--- config.mk ---
export PLATFORM = sky130hd
export DESIGN_NAME = intrusion_alarm_controller
export DESIGN_NICKNAME = d
export VERILOG_FILES = /design/src/rtl/core/iac_pkg.sv /design/src/rtl/core/iac_cfg_regs.sv /design/src/rtl/core/iac_fsm.sv /design/src/rtl/core/iac_out_buf.sv /design/src/rtl/core/intrusion_alarm_controller.sv
export VERILOG_INCLUDE_DIRS = /design/src /design/src/rtl/core
export SDC_FILE = /design/constraint.sdc
export NUM_CORES = 1
export LEC_CHECK = 0
export BUFFER_PORTS_ARGS = -buffer_cell sky130_fd_sc_hd__buf_2
export CAP_MARGIN = 30
export CORE_MARGIN = 3
export CORE_UTILIZATION = 55
export DETAILED_ROUTE_END_ITERATION = 12
export PLACE_DENSITY = 0.72
export SLEW_MARGIN = 20
export SYNTH_ARGS = -nofsm -noshare
export SYNTH_HDL_FRONTEND = slang
export SYNTH_SLANG_ARGS = --single-unit
export TNS_END_PERCENT = 100
--- constraint.sdc ---
create_clock -name clk -period 15.5 [get_ports clk]
set_clock_uncertainty 0.05 [all_clocks]
set_input_delay 3.1 -clock clk [delete_from_list [all_inputs] [get_ports clk]]
set_output_delay 3.1 -clock clk [all_outputs]
set_load 0.1 [all_outputs]
--- src/rtl/core/intrusion_alarm_controller_defines.svh ---
// ----------------------------------------------------------------------------
// Intrusion alarm controller assertion macros
// Shared concurrent assertion forms, clocked on clk and disabled in reset.
// ----------------------------------------------------------------------------
`ifndef INTRUSION_ALARM_CONTROLLER_DEFINES_SVH
`define INTRUSION_ALARM_CONTROLLER_DEFINES_SVH

// Consequent must hold in the same cycle as the antecedent.
`define IAC_ASSERT_SAME(label, ante, cons, msg) \
    label: assert property (@(posedge clk) disable iff (!rst_n) (ante) |-> (cons)) \
        else $error(msg);

// Consequent must hold in the cycle after the antecedent.
`define IAC_ASSERT_NEXT(label, ante, cons, msg) \
    label: assert property (@(posedge clk) disable iff (!rst_n) (ante) |=> (cons)) \
        else $error(msg);

`endif

--- src/rtl/core/iac_pkg.sv ---
// ----------------------------------------------------------------------------
// Intrusion alarm controller package
// Mode codes, register indexes, configuration and result types.
// ----------------------------------------------------------------------------
package iac_pkg;

    localparam int CFG_IDX_W  = 3;
    localparam int CFG_DATA_W = 16;

    localparam logic [CFG_IDX_W-1:0] CFG_OFF_HOLD    = 3'd0;
    localparam logic [CFG_IDX_W-1:0] CFG_ARM_DELAY   = 3'd1;
    localparam logic [CFG_IDX_W-1:0] CFG_ARM_HALF    = 3'd2;
    localparam logic [CFG_IDX_W-1:0] CFG_ARM_CYCLES  = 3'd3;
    localparam logic [CFG_IDX_W-1:0] CFG_TRIG_HALF   = 3'd4;
    localparam logic [CFG_IDX_W-1:0] CFG_TRIG_CYCLES = 3'd5;
    localparam logic [CFG_IDX_W-1:0] CFG_SOUND_HALF  = 3'd6;

    localparam logic [15:0] RST_OFF_HOLD    = 16'd2000;
    localparam logic [15:0] RST_ARM_DELAY   = 16'd1000;
    localparam logic [15:0] RST_ARM_HALF    = 16'd500;
    localparam logic [7:0]  RST_ARM_CYCLES  = 8'd10;
    localparam logic [15:0] RST_TRIG_HALF   = 16'd1000;
    localparam logic [7:0]  RST_TRIG_CYCLES = 8'd5;
    localparam logic [15:0] RST_SOUND_HALF  = 16'd2000;

    typedef enum logic [2:0] {
        MODE_HOLD   = 3'd0,
        MODE_WAIT   = 3'd1,
        MODE_DELAY  = 3'd2,
        MODE_ARMING = 3'd3,
        MODE_ARMED  = 3'd4,
        MODE_TRIG   = 3'd5,
        MODE_SOUND  = 3'd6
    } mode_t;

    typedef struct packed {
        logic [15:0] off_hold_ticks;
        logic [15:0] arm_delay_ticks;
        logic [15:0] arm_half_ticks;
        logic [7:0]  arm_cycles;
        logic [15:0] trig_half_ticks;
        logic [7:0]  trig_cycles;
        logic [15:0] sound_half_ticks;
    } cfg_t;

    typedef struct packed {
        logic       status_led;
        logic       armed_led;
        logic       siren_on;
        logic       notify_pulse;
        logic [2:0] mode_now;
    } result_t;

endpackage

--- src/rtl/core/iac_cfg_regs.sv ---
// ----------------------------------------------------------------------------
// Intrusion alarm configuration registers
// Seven timing registers written through a plain index/data write port.
// ----------------------------------------------------------------------------
module iac_cfg_regs
    import iac_pkg::*;
(
    input  logic                  clk,
    input  logic                  rst_n,
    input  logic                  cfg_we,
    input  logic [CFG_IDX_W-1:0]  cfg_index,
    input  logic [CFG_DATA_W-1:0] cfg_data,
    output cfg_t                  cfg
);

    cfg_t cfg_reg;
    cfg_t cfg_next;

    always_comb
    begin
        cfg_next = cfg_reg;
        if (cfg_we)
        begin
            unique case (cfg_index)
                CFG_OFF_HOLD:    cfg_next.off_hold_ticks   = cfg_data;
                CFG_ARM_DELAY:   cfg_next.arm_delay_ticks  = cfg_data;
                CFG_ARM_HALF:    cfg_next.arm_half_ticks   = cfg_data;
                CFG_ARM_CYCLES:  cfg_next.arm_cycles       = cfg_data[7:0];
                CFG_TRIG_HALF:   cfg_next.trig_half_ticks  = cfg_data;
                CFG_TRIG_CYCLES: cfg_next.trig_cycles      = cfg_data[7:0];
                CFG_SOUND_HALF:  cfg_next.sound_half_ticks = cfg_data;
                default:         cfg_next = cfg_reg;
            endcase
        end
    end

    always_ff @(posedge clk or negedge rst_n)
    begin
        if (!rst_n)
        begin
            cfg_reg.off_hold_ticks   <= RST_OFF_HOLD;
            cfg_reg.arm_delay_ticks  <= RST_ARM_DELAY;
            cfg_reg.arm_half_ticks   <= RST_ARM_HALF;
            cfg_reg.arm_cycles       <= RST_ARM_CYCLES;
            cfg_reg.trig_half_ticks  <= RST_TRIG_HALF;
            cfg_reg.trig_cycles      <= RST_TRIG_CYCLES;
            cfg_reg.sound_half_ticks <= RST_SOUND_HALF;
        end
        else
        begin
            cfg_reg <= cfg_next;
        end
    end

    assign cfg = cfg_reg;

endmodule

--- src/rtl/core/iac_fsm.sv ---
// ----------------------------------------------------------------------------
// Intrusion alarm mode sequencer
// Mode, tick, cycle and phase registers advanced once per accepted tick.
// ----------------------------------------------------------------------------
`include "intrusion_alarm_controller_defines.svh"

module iac_fsm
    import iac_pkg::*;
#(
    parameter int TIMER_BITS = 16
)
(
    input  logic    clk,
    input  logic    rst_n,
    input  logic    step,
    input  logic    button_pressed,
    input  logic    motion_seen,
    input  cfg_t    cfg,
    output result_t res
);

    localparam int CW = (TIMER_BITS > 16) ? TIMER_BITS : 16;

    mode_t                 mode_reg;
    mode_t                 mode_next;
    logic [TIMER_BITS-1:0] tick_reg;
    logic [TIMER_BITS-1:0] tick_next;
    logic [7:0]            cycle_reg;
    logic [7:0]            cycle_next;
    logic                  phase_reg;
    logic                  phase_next;

    logic [TIMER_BITS-1:0] tick_sat;
    logic                  tick_full;
    logic [15:0]           win_len;
    logic                  win_done;
    logic [7:0]            cycle_inc;
    logic [7:0]            cycle_lim;
    logic                  cycle_done;
    logic                  blink_done;
    logic                  notify;

    // Saturating window counter: a window ends when the incremented count
    // reaches its length or the counter is full.
    assign tick_full = &tick_reg;
    assign tick_sat  = tick_full ? tick_reg : tick_reg + 1'b1;
    assign win_done  = (CW'(tick_sat) >= CW'(win_len)) || (&tick_sat);

    assign cycle_inc  = cycle_reg + 8'd1;
    assign cycle_done = (cycle_inc >= cycle_lim) || (cycle_inc == 8'd0);
    // The last cycle ends only at the close of an off half.
    assign blink_done = win_done && !phase_reg && cycle_done;

    always_comb
    begin
        unique case (mode_reg)
            MODE_DELAY:  win_len = cfg.arm_delay_ticks;
            MODE_ARMING: win_len = cfg.arm_half_ticks;
            MODE_TRIG:   win_len = cfg.trig_half_ticks;
            MODE_SOUND:  win_len = cfg.sound_half_ticks;
            default:     win_len = cfg.off_hold_ticks;
        endcase
        cycle_lim = (mode_reg == MODE_TRIG) ? cfg.trig_cycles : cfg.arm_cycles;
    end

    always_comb
    begin
        mode_next  = mode_reg;
        tick_next  = tick_reg;
        cycle_next = cycle_reg;
        phase_next = phase_reg;
        notify     = 1'b0;

        unique case (mode_reg)
            MODE_HOLD:
            begin
                tick_next = win_done ? '0 : tick_sat;
                if (win_done)
                begin
                    mode_next = MODE_WAIT;
                end
            end
            MODE_WAIT:
            begin
                if (button_pressed)
                begin
                    mode_next = MODE_DELAY;
                end
            end
            MODE_DELAY:
            begin
                tick_next = win_done ? '0 : tick_sat;
                if (win_done)
                begin
                    mode_next = MODE_ARMING;
                end
            end
            MODE_ARMING, MODE_TRIG:
            begin
                if (button_pressed)
                begin
                    mode_next = MODE_HOLD;
                end
                else if (blink_done)
                begin
                    mode_next = (mode_reg == MODE_TRIG) ? MODE_SOUND : MODE_ARMED;
                    notify    = (mode_reg == MODE_TRIG);
                end
                else
                begin
                    tick_next = win_done ? '0 : tick_sat;
                    if (win_done)
                    begin
                        phase_next = !phase_reg;
                        if (!phase_reg)
                        begin
                            cycle_next = cycle_inc;
                        end
                    end
                end
            end
            MODE_ARMED:
            begin
                if (motion_seen)
                begin
                    mode_next = MODE_TRIG;
                end
                else if (button_pressed)
                begin
                    mode_next = MODE_HOLD;
                end
            end
            MODE_SOUND:
            begin
                if (button_pressed)
                begin
                    mode_next = MODE_HOLD;
                end
                else
                begin
                    tick_next = win_done ? '0 : tick_sat;
                    if (win_done)
                    begin
                        phase_next = !phase_reg;
                    end
                end
            end
            default:
            begin
                mode_next = MODE_HOLD;
            end
        endcase

        // Every mode change starts the new mode with cleared counters.
        if (mode_next != mode_reg)
        begin
            tick_next  = '0;
            cycle_next = 8'd0;
            phase_next = 1'b1;
        end
    end

    always_comb
    begin
        res.notify_pulse = notify;
        res.mode_now     = mode_next;
        unique case (mode_next)
            MODE_ARMING:
            begin
                res.status_led = phase_next;
                res.armed_led  = 1'b0;
                res.siren_on   = 1'b0;
            end
            MODE_ARMED:
            begin
                res.status_led = 1'b0;
                res.armed_led  = 1'b1;
                res.siren_on   = 1'b0;
            end
            MODE_TRIG:
            begin
                res.status_led = phase_next;
                res.armed_led  = phase_next;
                res.siren_on   = 1'b0;
            end
            MODE_SOUND:
            begin
                res.status_led = phase_next;
                res.armed_led  = phase_next;
                res.siren_on   = phase_next;
            end
            default:
            begin
                res.status_led = 1'b1;
                res.armed_led  = 1'b0;
                res.siren_on   = 1'b0;
            end
        endcase
    end

    always_ff @(posedge clk or negedge rst_n)
    begin
        if (!rst_n)
        begin
            mode_reg  <= MODE_HOLD;
            tick_reg  <= '0;
            cycle_reg <= 8'd0;
            phase_reg <= 1'b1;
        end
        else if (step)
        begin
            mode_reg  <= mode_next;
            tick_reg  <= tick_next;
            cycle_reg <= cycle_next;
            phase_reg <= phase_next;
        end
    end

    `IAC_ASSERT_SAME(a_notify_from_trig, step && res.notify_pulse, mode_reg == MODE_TRIG,
        "notify raised outside the triggered mode")
    `IAC_ASSERT_SAME(a_cycles_in_blink, cycle_reg != 8'd0,
        mode_reg == MODE_ARMING || mode_reg == MODE_TRIG,
        "cycle count left set outside a blink mode")
    `IAC_ASSERT_SAME(a_phase_off_modes, !phase_reg,
        mode_reg == MODE_ARMING || mode_reg == MODE_TRIG || mode_reg == MODE_SOUND,
        "off half outside a blinking mode")

endmodule

--- src/rtl/core/iac_out_buf.sv ---
// ----------------------------------------------------------------------------
// Intrusion alarm result buffer
// Output register with a skid entry so a new tick is taken while one waits.
// ----------------------------------------------------------------------------
`include "intrusion_alarm_controller_defines.svh"

module iac_out_buf
    import iac_pkg::*;
(
    input  logic    clk,
    input  logic    rst_n,
    input  logic    push,
    input  result_t push_data,
    output logic    space,
    output logic    out_valid,
    input  logic    out_ready,
    output result_t out_data
);

    logic    main_valid_reg;
    logic    main_valid_next;
    logic    skid_valid_reg;
    logic    skid_valid_next;
    result_t main_reg;
    result_t main_next;
    result_t skid_reg;
    result_t skid_next;
    logic    pop;

    assign pop = main_valid_reg && out_ready;

    always_comb
    begin
        main_valid_next = main_valid_reg;
        skid_valid_next = skid_valid_reg;
        main_next       = main_reg;
        skid_next       = skid_reg;
        if (pop)
        begin
            if (skid_valid_reg)
            begin
                main_next = skid_reg;
                if (push)
                begin
                    skid_next = push_data;
                end
                else
                begin
                    skid_valid_next = 1'b0;
                end
            end
            else if (push)
            begin
                main_next = push_data;
            end
            else
            begin
                main_valid_next = 1'b0;
            end
        end
        else if (push)
        begin
            if (!main_valid_reg)
            begin
                main_next       = push_data;
                main_valid_next = 1'b1;
            end
            else
            begin
                skid_next       = push_data;
                skid_valid_next = 1'b1;
            end
        end
    end

    always_ff @(posedge clk or negedge rst_n)
    begin
        if (!rst_n)
        begin
            main_valid_reg <= 1'b0;
            skid_valid_reg <= 1'b0;
        end
        else
        begin
            main_valid_reg <= main_valid_next;
            skid_valid_reg <= skid_valid_next;
        end
    end

    always_ff @(posedge clk)
    begin
        main_reg <= main_next;
        skid_reg <= skid_next;
    end

    assign space     = !skid_valid_reg;
    assign out_valid = main_valid_reg;
    assign out_data  = main_reg;

    `IAC_ASSERT_SAME(a_skid_behind_main, skid_valid_reg, main_valid_reg,
        "skid entry held while the output register is empty")
    `IAC_ASSERT_NEXT(a_stall_fills_skid, main_valid_reg && !out_ready && push,
        skid_valid_reg, "stalled result lost on a new transfer")

endmodule

--- src/rtl/core/intrusion_alarm_controller.sv ---
// ----------------------------------------------------------------------------
// Intrusion alarm controller
// Seven-mode arming, warning and siren sequencer run on timebase ticks.
// ----------------------------------------------------------------------------
//  Channel   Signals                                  Transfer when
//  input     in_valid, in_ready, button_pressed,      in_valid && in_ready
//            motion_seen
//  output    out_valid, out_ready, status_led,        out_valid && out_ready
//            armed_led, siren_on, notify_pulse, mode_now
//  config    cfg_we, cfg_index, cfg_data              cfg_we
//
//  One tick per cycle while in_ready is high: the mode update is a single
//  pass of compare logic from the state registers into the output register,
//  or into the skid entry while the output register holds a stalled result.
//  The output register and a skid entry keep in_ready high for one stalled
//  result; in_ready drops only when both hold results.
//  Reset puts the block in off hold with cleared counters and default
//  timing registers; there is no clearing pass.
// ----------------------------------------------------------------------------
module intrusion_alarm_controller
    import iac_pkg::*;
#(
    parameter int TIMER_BITS = 16
)
(
    input  logic                  clk,
    input  logic                  rst_n,
    input  logic                  in_valid,
    output logic                  in_ready,
    input  logic                  button_pressed,
    input  logic                  motion_seen,
    output logic                  out_valid,
    input  logic                  out_ready,
    output logic                  status_led,
    output logic                  armed_led,
    output logic                  siren_on,
    output logic                  notify_pulse,
    output logic [2:0]            mode_now,
    input  logic                  cfg_we,
    input  logic [CFG_IDX_W-1:0]  cfg_index,
    input  logic [CFG_DATA_W-1:0] cfg_data
);

    cfg_t    cfg;
    result_t step_res;
    result_t out_res;
    logic    space;
    logic    in_fire;

    assign in_ready = space;
    assign in_fire  = in_valid && space;

    iac_cfg_regs u_cfg_regs (
        .clk       (clk),
        .rst_n     (rst_n),
        .cfg_we    (cfg_we),
        .cfg_index (cfg_index),
        .cfg_data  (cfg_data),
        .cfg       (cfg)
    );

    iac_fsm #(
        .TIMER_BITS (TIMER_BITS)
    ) u_fsm (
        .clk            (clk),
        .rst_n          (rst_n),
        .step           (in_fire),
        .button_pressed (button_pressed),
        .motion_seen    (motion_seen),
        .cfg            (cfg),
        .res            (step_res)
    );

    iac_out_buf u_out_buf (
        .clk       (clk),
        .rst_n     (rst_n),
        .push      (in_fire),
        .push_data (step_res),
        .space     (space),
        .out_valid (out_valid),
        .out_ready (out_ready),
        .out_data  (out_res)
    );

    assign status_led   = out_res.status_led;
    assign armed_led    = out_res.armed_led;
    assign siren_on     = out_res.siren_on;
    assign notify_pulse = out_res.notify_pulse;
    assign mode_now     = out_res.mode_now;

endmodule
==> results_dict.tcl, run 1 <==
set metrics [dict create \
    final_common_cell "mux2_2" \
    synth.cell_area_um2 7720 \
    drc_errors 0 \
    start_util 0.571 \
    cp_num_buf_inv 0 \
    synth_sequential_area_ratio 0.469 \
    fill_cells 1048 \
    wl_um 17000 \
    ioPinCount 35 \
    core_um2 13500 \
    cp_max_fo 16 \
    hold_viol 0 \
    final_util 0.641 \
    dpl_cell_area_um2 8070 \
    num_antenna_cells 0 \
    row_count 42 \
    peakVddDrop_mv 0.105 \
    clockRootBuffer "clkbuf_16" \
    cts_buffer_depth 2 \
    grt_pass1_wl_um 28200 \
    die_w_um 124 \
    synthesis.nets 724 \
    tns_ns 0 \
    end_kind "flop" \
    synth_cells 671 \
    rsz0062_at_grt "no" \
    place_worst_setup_slack_ns 9.42 \
    grt_usage 0.225 \
    max_cap_violations 0 \
    area.sequential_um2 3620 \
    dieArea_um2 15500 \
    path_class "reg2reg" \
    final_cell_mix "99 x mux2_2, 90 x dfrtp_1, 46 x a21oi_1, 45 x nand2_1, 35 x dfstp_2" \
    ant_nets 0 \
    post_cts_resize_count 0 \
    drtPass1Iterations 5 \
    fin_nets 747 \
    io_buffers 34 \
    ys_async_sr_fraction 0.900 \
    cp_slowest_stage_delay_ns 0.57 \
    ys_warn_count 0 \
    setup_viol 0 \
    ys_ff_latch 140 \
    wl_per_cell_um 19.2 \
    leakage_nw 3.72 \
    hpwl_um 11100 \
    routabilityCongestion 0.884 \
    multi_input_area_um2 3950 \
    grt.overflow.total 0 \
    cpMostUsedCell "nand2_1" \
    cp.required_ns 15.81 \
    finalWorstSetupSlack_ns 9.27 \
    synth-main-ff-cell "dfrtp_1" \
    die_y_um 124 \
    power_density_nw_per_um2 154 \
    post_cts_buffers 0 \
    syn_avg_cell_area_um2 11.5 \
    first_global_vias 5389 \
    syn2layout_area_growth_pct 12.2 \
    arrival_ns 6.54 \
    max_freq_mhz 161 \
    drive_above_1_share 0.341 \
    postLayoutCellArea_um2 8660 \
    cpMaxStageDelayCell "nor3_4" \
    worstSetupStartpointType "flop" \
    path_delay_family "compound AO/OA/AOI/OAI gates" \
    clkLatencyLatePin_ns 0.43 \
    largest_reg_flops 96 \
    cts_made_buffers 17 \
    min_period_ns 6.23 \
    final-max-slew-violation-count 0 \
    worst_pin_slew_ns 0.963 \
    status "finished clean" \
    cts_max_level 4 \
    hold_path.class "reg2reg" \
    p_total_w 0.00134 \
    num_vias 5561 \
    avgViaCountPerCell 6.30 \
    cts_hold_buf 0 \
    slew_headroom 0.358 \
    clkSinkCount 140 \
    reg2reg_slack_ns 9.27 \
    path_clk_slew_ns 0.06 \
    cts_tree "yes" \
    synth_edf_count 14 \
    synth_cell_type_count 70 \
    grt_max_degree 81 \
    antenna_found_initial 0 \
    min_period_over_period 0.402 \
    cp_cell_sequence "ha_1 -> nand2_1 -> nor4_1 -> nand2_1 -> nand2b_1 -> xnor2_1 -> ha_1 -> a21o_1 -> a21o_1 -> a211oi_1 -> o21ai_0 -> a221oi_1 -> o31ai_4 -> ha_1 -> nand2_1 -> nor2_1 -> a32oi_1 -> nand2_1 -> o311a_1 -> nor3_4 -> a22o_1" \
    dr.first_iter.drc_count 434 \
]
==> report_power, final <==
part	total (W)	switching (W)	internal [W]
clock network	0.000382	0.000160	0.000222
logic	0.000434	0.000266	0.000168
registers	0.000521	0.0000547	0.000466
total	0.00134	0.000481	0.000856
==> layout make-up <==
cell class,count,area share
flip-flops and latches,140,0.418
clock buffers,19,0.0500
clock inverters,13,0.0134
well taps,176,0.0254
inverters,14,0.00607
multi-input cells,479,0.455
repair buffers,42,0.0319
==> metal layers <==
metal,up-vias,wire (µm),share of wire,track usage
li1,2583,-,-,-
met1,2794,7990,0.47,0.324
met2,159,7970,0.47,0.338
met3,25,736,0.043,0.0497
met4,0,260,0.015,0.0780
met5,-,0,0,0
==> logic make-up after synthesis <==
kind of cell	after synthesis	synth area share
compound gates	152	0.133
xor+xnor	11	0.0135
fa+ha+maj	27	0.0438
buf+inv	52	0.0266
flops	140	0.469
mux	125	0.198
simple gates	164	0.117
==> worst paths after layout <==
check / from / endpoint / depth (start not counted)
max: u_fsm.tick_reg[0]$_DFFE_PN0P_ / u_fsm.tick_reg[0]$_DFFE_PN0P_ / 21
min: u_cfg_regs.cfg[2]$_DFFE_PN0P_ / u_cfg_regs.cfg[2]$_DFFE_PN0P_ / 1
max reg2reg: u_fsm.tick_reg[0]$_DFFE_PN0P_ / u_fsm.tick_reg[0]$_DFFE_PN0P_ / 21
min reg2reg: u_cfg_regs.cfg[2]$_DFFE_PN0P_ / u_cfg_regs.cfg[2]$_DFFE_PN0P_ / 1
max in group asynchronous: rst_n / u_cfg_regs.cfg[30]$_DFFE_PN1P_ / 3
min in group asynchronous: rst_n / u_out_buf.skid_valid_reg$_DFFE_PN0P_ / 1
==> Yosys cell counts, types with 2 or more instances <==
cell type	n	area, µm²
nand3_1	26	130
ha_1	27	338
nand2b_1	5	31.3
nor4_1	2	12.5
buf_1	5	18.8
mux2i_1	14	140
mux4_2	12	270
o211a_1	2	20.0
buf_2	4	20.0
nand4b_1	6	52.6
o31ai_1	5	37.5
and2_1	3	18.8
a31o_2	2	17.5
nand4_1	13	81.3
a21oi_1	46	230
nor2b_1	6	37.5
o21ai_0	30	150
nor3b_1	2	15.0
a32oi_1	2	17.5
a221o_1	4	40.0
a31oi_1	2	12.5
clkbuf_1	27	101
o22ai_1	4	25.0
xor2_1	4	35.0
or3_1	2	12.5
nor2_1	25	93.8
xnor2_1	6	52.6
a22oi_1	2	15.0
nor3_1	9	45.0
o311a_1	2	20.0
or2_2	2	12.5
dfstp_2	35	920
nand2_1	45	169
dfrtp_1	91	2280
a22o_1	21	184
mux2_2	99	1110
a21o_1	6	45.0
and3_1	7	43.8
edfxtp_1	14	420
inv_1	12	45.0
o21a_1	5	37.5
a211oi_1	7	52.6
==> per-stage QoR <==
step	hold slack (ns)	std cells
after global routing	0.455	883
after global placement	0.434	847
after floorplan	0.423	671
final	0.450	883
after CTS	0.450	881
after detailed placement	0.437	849
Power figures use the tool's default switching activity.
==> run 2: changes to the inputs <==
clock period = 5.97 ns   (was 15.5 ns; I/O delays follow)
==> run 2 against run 1 <==
Effect of this change: sequential cell count unchanged; combinational power grew to 2.6 times the previous value; first-iteration DRC count rose by 9.7%; die area unchanged; power rose to 2.6 times the previous value; largest cell class unchanged; largest power group unchanged; routed wire length rose by 3.2%.
==> results_dict.tcl, run 2 (synthesis gave the netlist of run 1 again) <==
set metrics [dict create \
    end_kind "flop" \
    drc_errors 0 \
    grt_usage 0.232 \
    min_period_ns 5.49 \
    path_clk_slew_ns 0.05 \
    num_vias 5579 \
    dp.cells 856 \
    power_density_nw_per_um2 403 \
    cts_max_level 4 \
    ant_nets 0 \
    dr.first_iter.drc_count 476 \
    cts_tree "yes" \
    max_freq_mhz 182 \
    arrival_ns 5.58 \
    cts_buffer_depth 2 \
    grt_max_degree 66 \
    reg2reg_slack_ns 0.48 \
    worst_pin_slew_ns 0.978 \
    first_global_vias 5618 \
    min_period_over_period 0.919 \
    tns_ns 0 \
    max_cap_violations 0 \
    clkSinkCount 140 \
    num_antenna_cells 0 \
    hpwl_um 11900 \
    hold_end "u_cfg_regs.cfg[17]$_DFFE_PN0P_" \
    routabilityCongestion 0.904 \
    dieArea_um2 15500 \
    io_buffers 34 \
    rr_worst_depth 22 \
    syn2layout_area_growth_pct 13.5 \
    slew_headroom 0.346 \
    grt_pass1_wl_um 29000 \
    status "finished clean" \
    avgViaCountPerCell 6.26 \
    final_cell_mix "99 x mux2_2, 90 x dfrtp_1, 46 x a21oi_1, 44 x nand2_1, 35 x dfstp_2" \
    dpl_cell_area_um2 8120 \
    hold_depth 1 \
    fin_nets 755 \
    drtPass1Iterations 5 \
    final_common_cell "mux2_2" \
    hold_path.class "reg2reg" \
    core_um2 13500 \
    hold_viol 0 \
    ioPinCount 35 \
    largest_reg_flops 96 \
    peakVddDrop_mv 0.228 \
    worstHoldStart "u_cfg_regs.cfg[17]$_DFFE_PN0P_" \
    worstReg2RegEnd "u_out_buf.out_data[6]$_DFFE_PP_" \
    cts_made_buffers 17 \
    die_w_um 124 \
    path_class "reg2reg" \
    row_count 42 \
    setup_viol 0 \
    cp.required_ns 6.06 \
    r2r_start "u_fsm.tick_reg[0]$_DFFE_PN0P_" \
    cts_hold_buf 0 \
    wl_per_cell_um 19.6 \
    start_util 0.571 \
    postLayoutCellArea_um2 8760 \
    leakage_nw 3.78 \
    worstSetupStartpointType "flop" \
    clockRootBuffer "clkbuf_16" \
    cp_max_fo 11 \
    clkLatencyLatePin_ns 0.42 \
    final-max-slew-violation-count 0 \
    wl_um 17500 \
    grt.overflow.total 0 \
    antenna_found_initial 0 \
    drive_above_1_share 0.348 \
    fill_cells 1023 \
    finalNonFillerCells 891 \
    die_y_um 124 \
]
==> run 2: how the worst max path moves through the flow <==
stage	cells past startpoint	end	slack (ns)	startpoint
finish	22	u_out_buf.out_data[6]$_DFFE_PP_	0.48	u_fsm.tick_reg[0]$_DFFE_PN0P_
floorplan	19	u_out_buf.out_data[6]$_DFFE_PP_	0.48	u_fsm.mode_reg[0]$_DFFE_PN0P_
global route	22	u_out_buf.out_data[6]$_DFFE_PP_	-0.01	u_fsm.tick_reg[0]$_DFFE_PN0P_
global placement	22	u_fsm.tick_reg[0]$_DFFE_PN0P_	0.32	u_fsm.tick_reg[0]$_DFFE_PN0P_
detailed placement	22	u_fsm.tick_reg[0]$_DFFE_PN0P_	0.06	u_fsm.tick_reg[0]$_DFFE_PN0P_
CTS	22	u_fsm.tick_reg[0]$_DFFE_PN0P_	0.02	u_fsm.tick_reg[0]$_DFFE_PN0P_
==> run 2: repair_timing <==
| action | in CTS | in global routing |
|---|---|---|
| setup endpoints to repair | 0 | 31 |
| buffers inserted | 0 | 1 |
| gates resized for setup | 0 | 5 |
==> run 2: stage by stage <==
step	util	total power [W]	setup WS (ns)	hold slack [ns]
after floorplan	-	0.00221	0.478	0.423
after global placement	0.599	0.00244	0.318	0.434
after detailed placement	0.601	0.00250	0.0575	0.443
after CTS	0.643	0.00353	0.0170	0.455
after global routing	0.649	0.00373	-0.0112	0.469
final	0.649	0.00353	0.481	0.454
==> run 2: routing by layer <==
metal | global-route usage | routed length [µm]
met5 | 0 | 0
met4 | 0.0793 | 251
met3 | 0.0545 | 862
met2 | 0.372 | 8400
met1 | 0.312 | 7970
==> run 2: power by group <==
part           switching, W  internal (W)
logic              0.000667      0.000448
registers          0.000180       0.00121
clock network      0.000390      0.000635
==> run 2: worst max-delay path: stages, from the launching register on <==
cell and delay [ns]:
dfrtp_1 0.49, ha_2 0.31, nand2_1 0.22, nor4_4 0.28, nand2_2 0.22, nand2b_1 0.14, xnor2_1 0.15, ha_1 0.28
a21o_1 0.18, a21o_1 0.17, a211oi_1 0.27, o21ai_0 0.16, a221oi_2 0.35, o31ai_4 0.21, ha_1 0.28, nand2_1 0.09
nor2_1 0.04, a32oi_1 0.20, buf_4 0.18, nand3_1 0.19, and3_1 0.26, o31ai_2 0.35, a31oi_1 0.14
==> run 2: cell type report <==
cell class / count / area [µm²] / area share
flip-flops and latches: 140 / 3620 / 0.413
clock inverters: 7 / 87.6 / 0.0100
well taps: 176 / 220 / 0.0251
inverters: 14 / 52.6 / 0.00600
repair buffers: 50 / 335 / 0.0383
clock buffers: 25 / 475 / 0.0543
multi-input cells: 479 / 3970 / 0.453
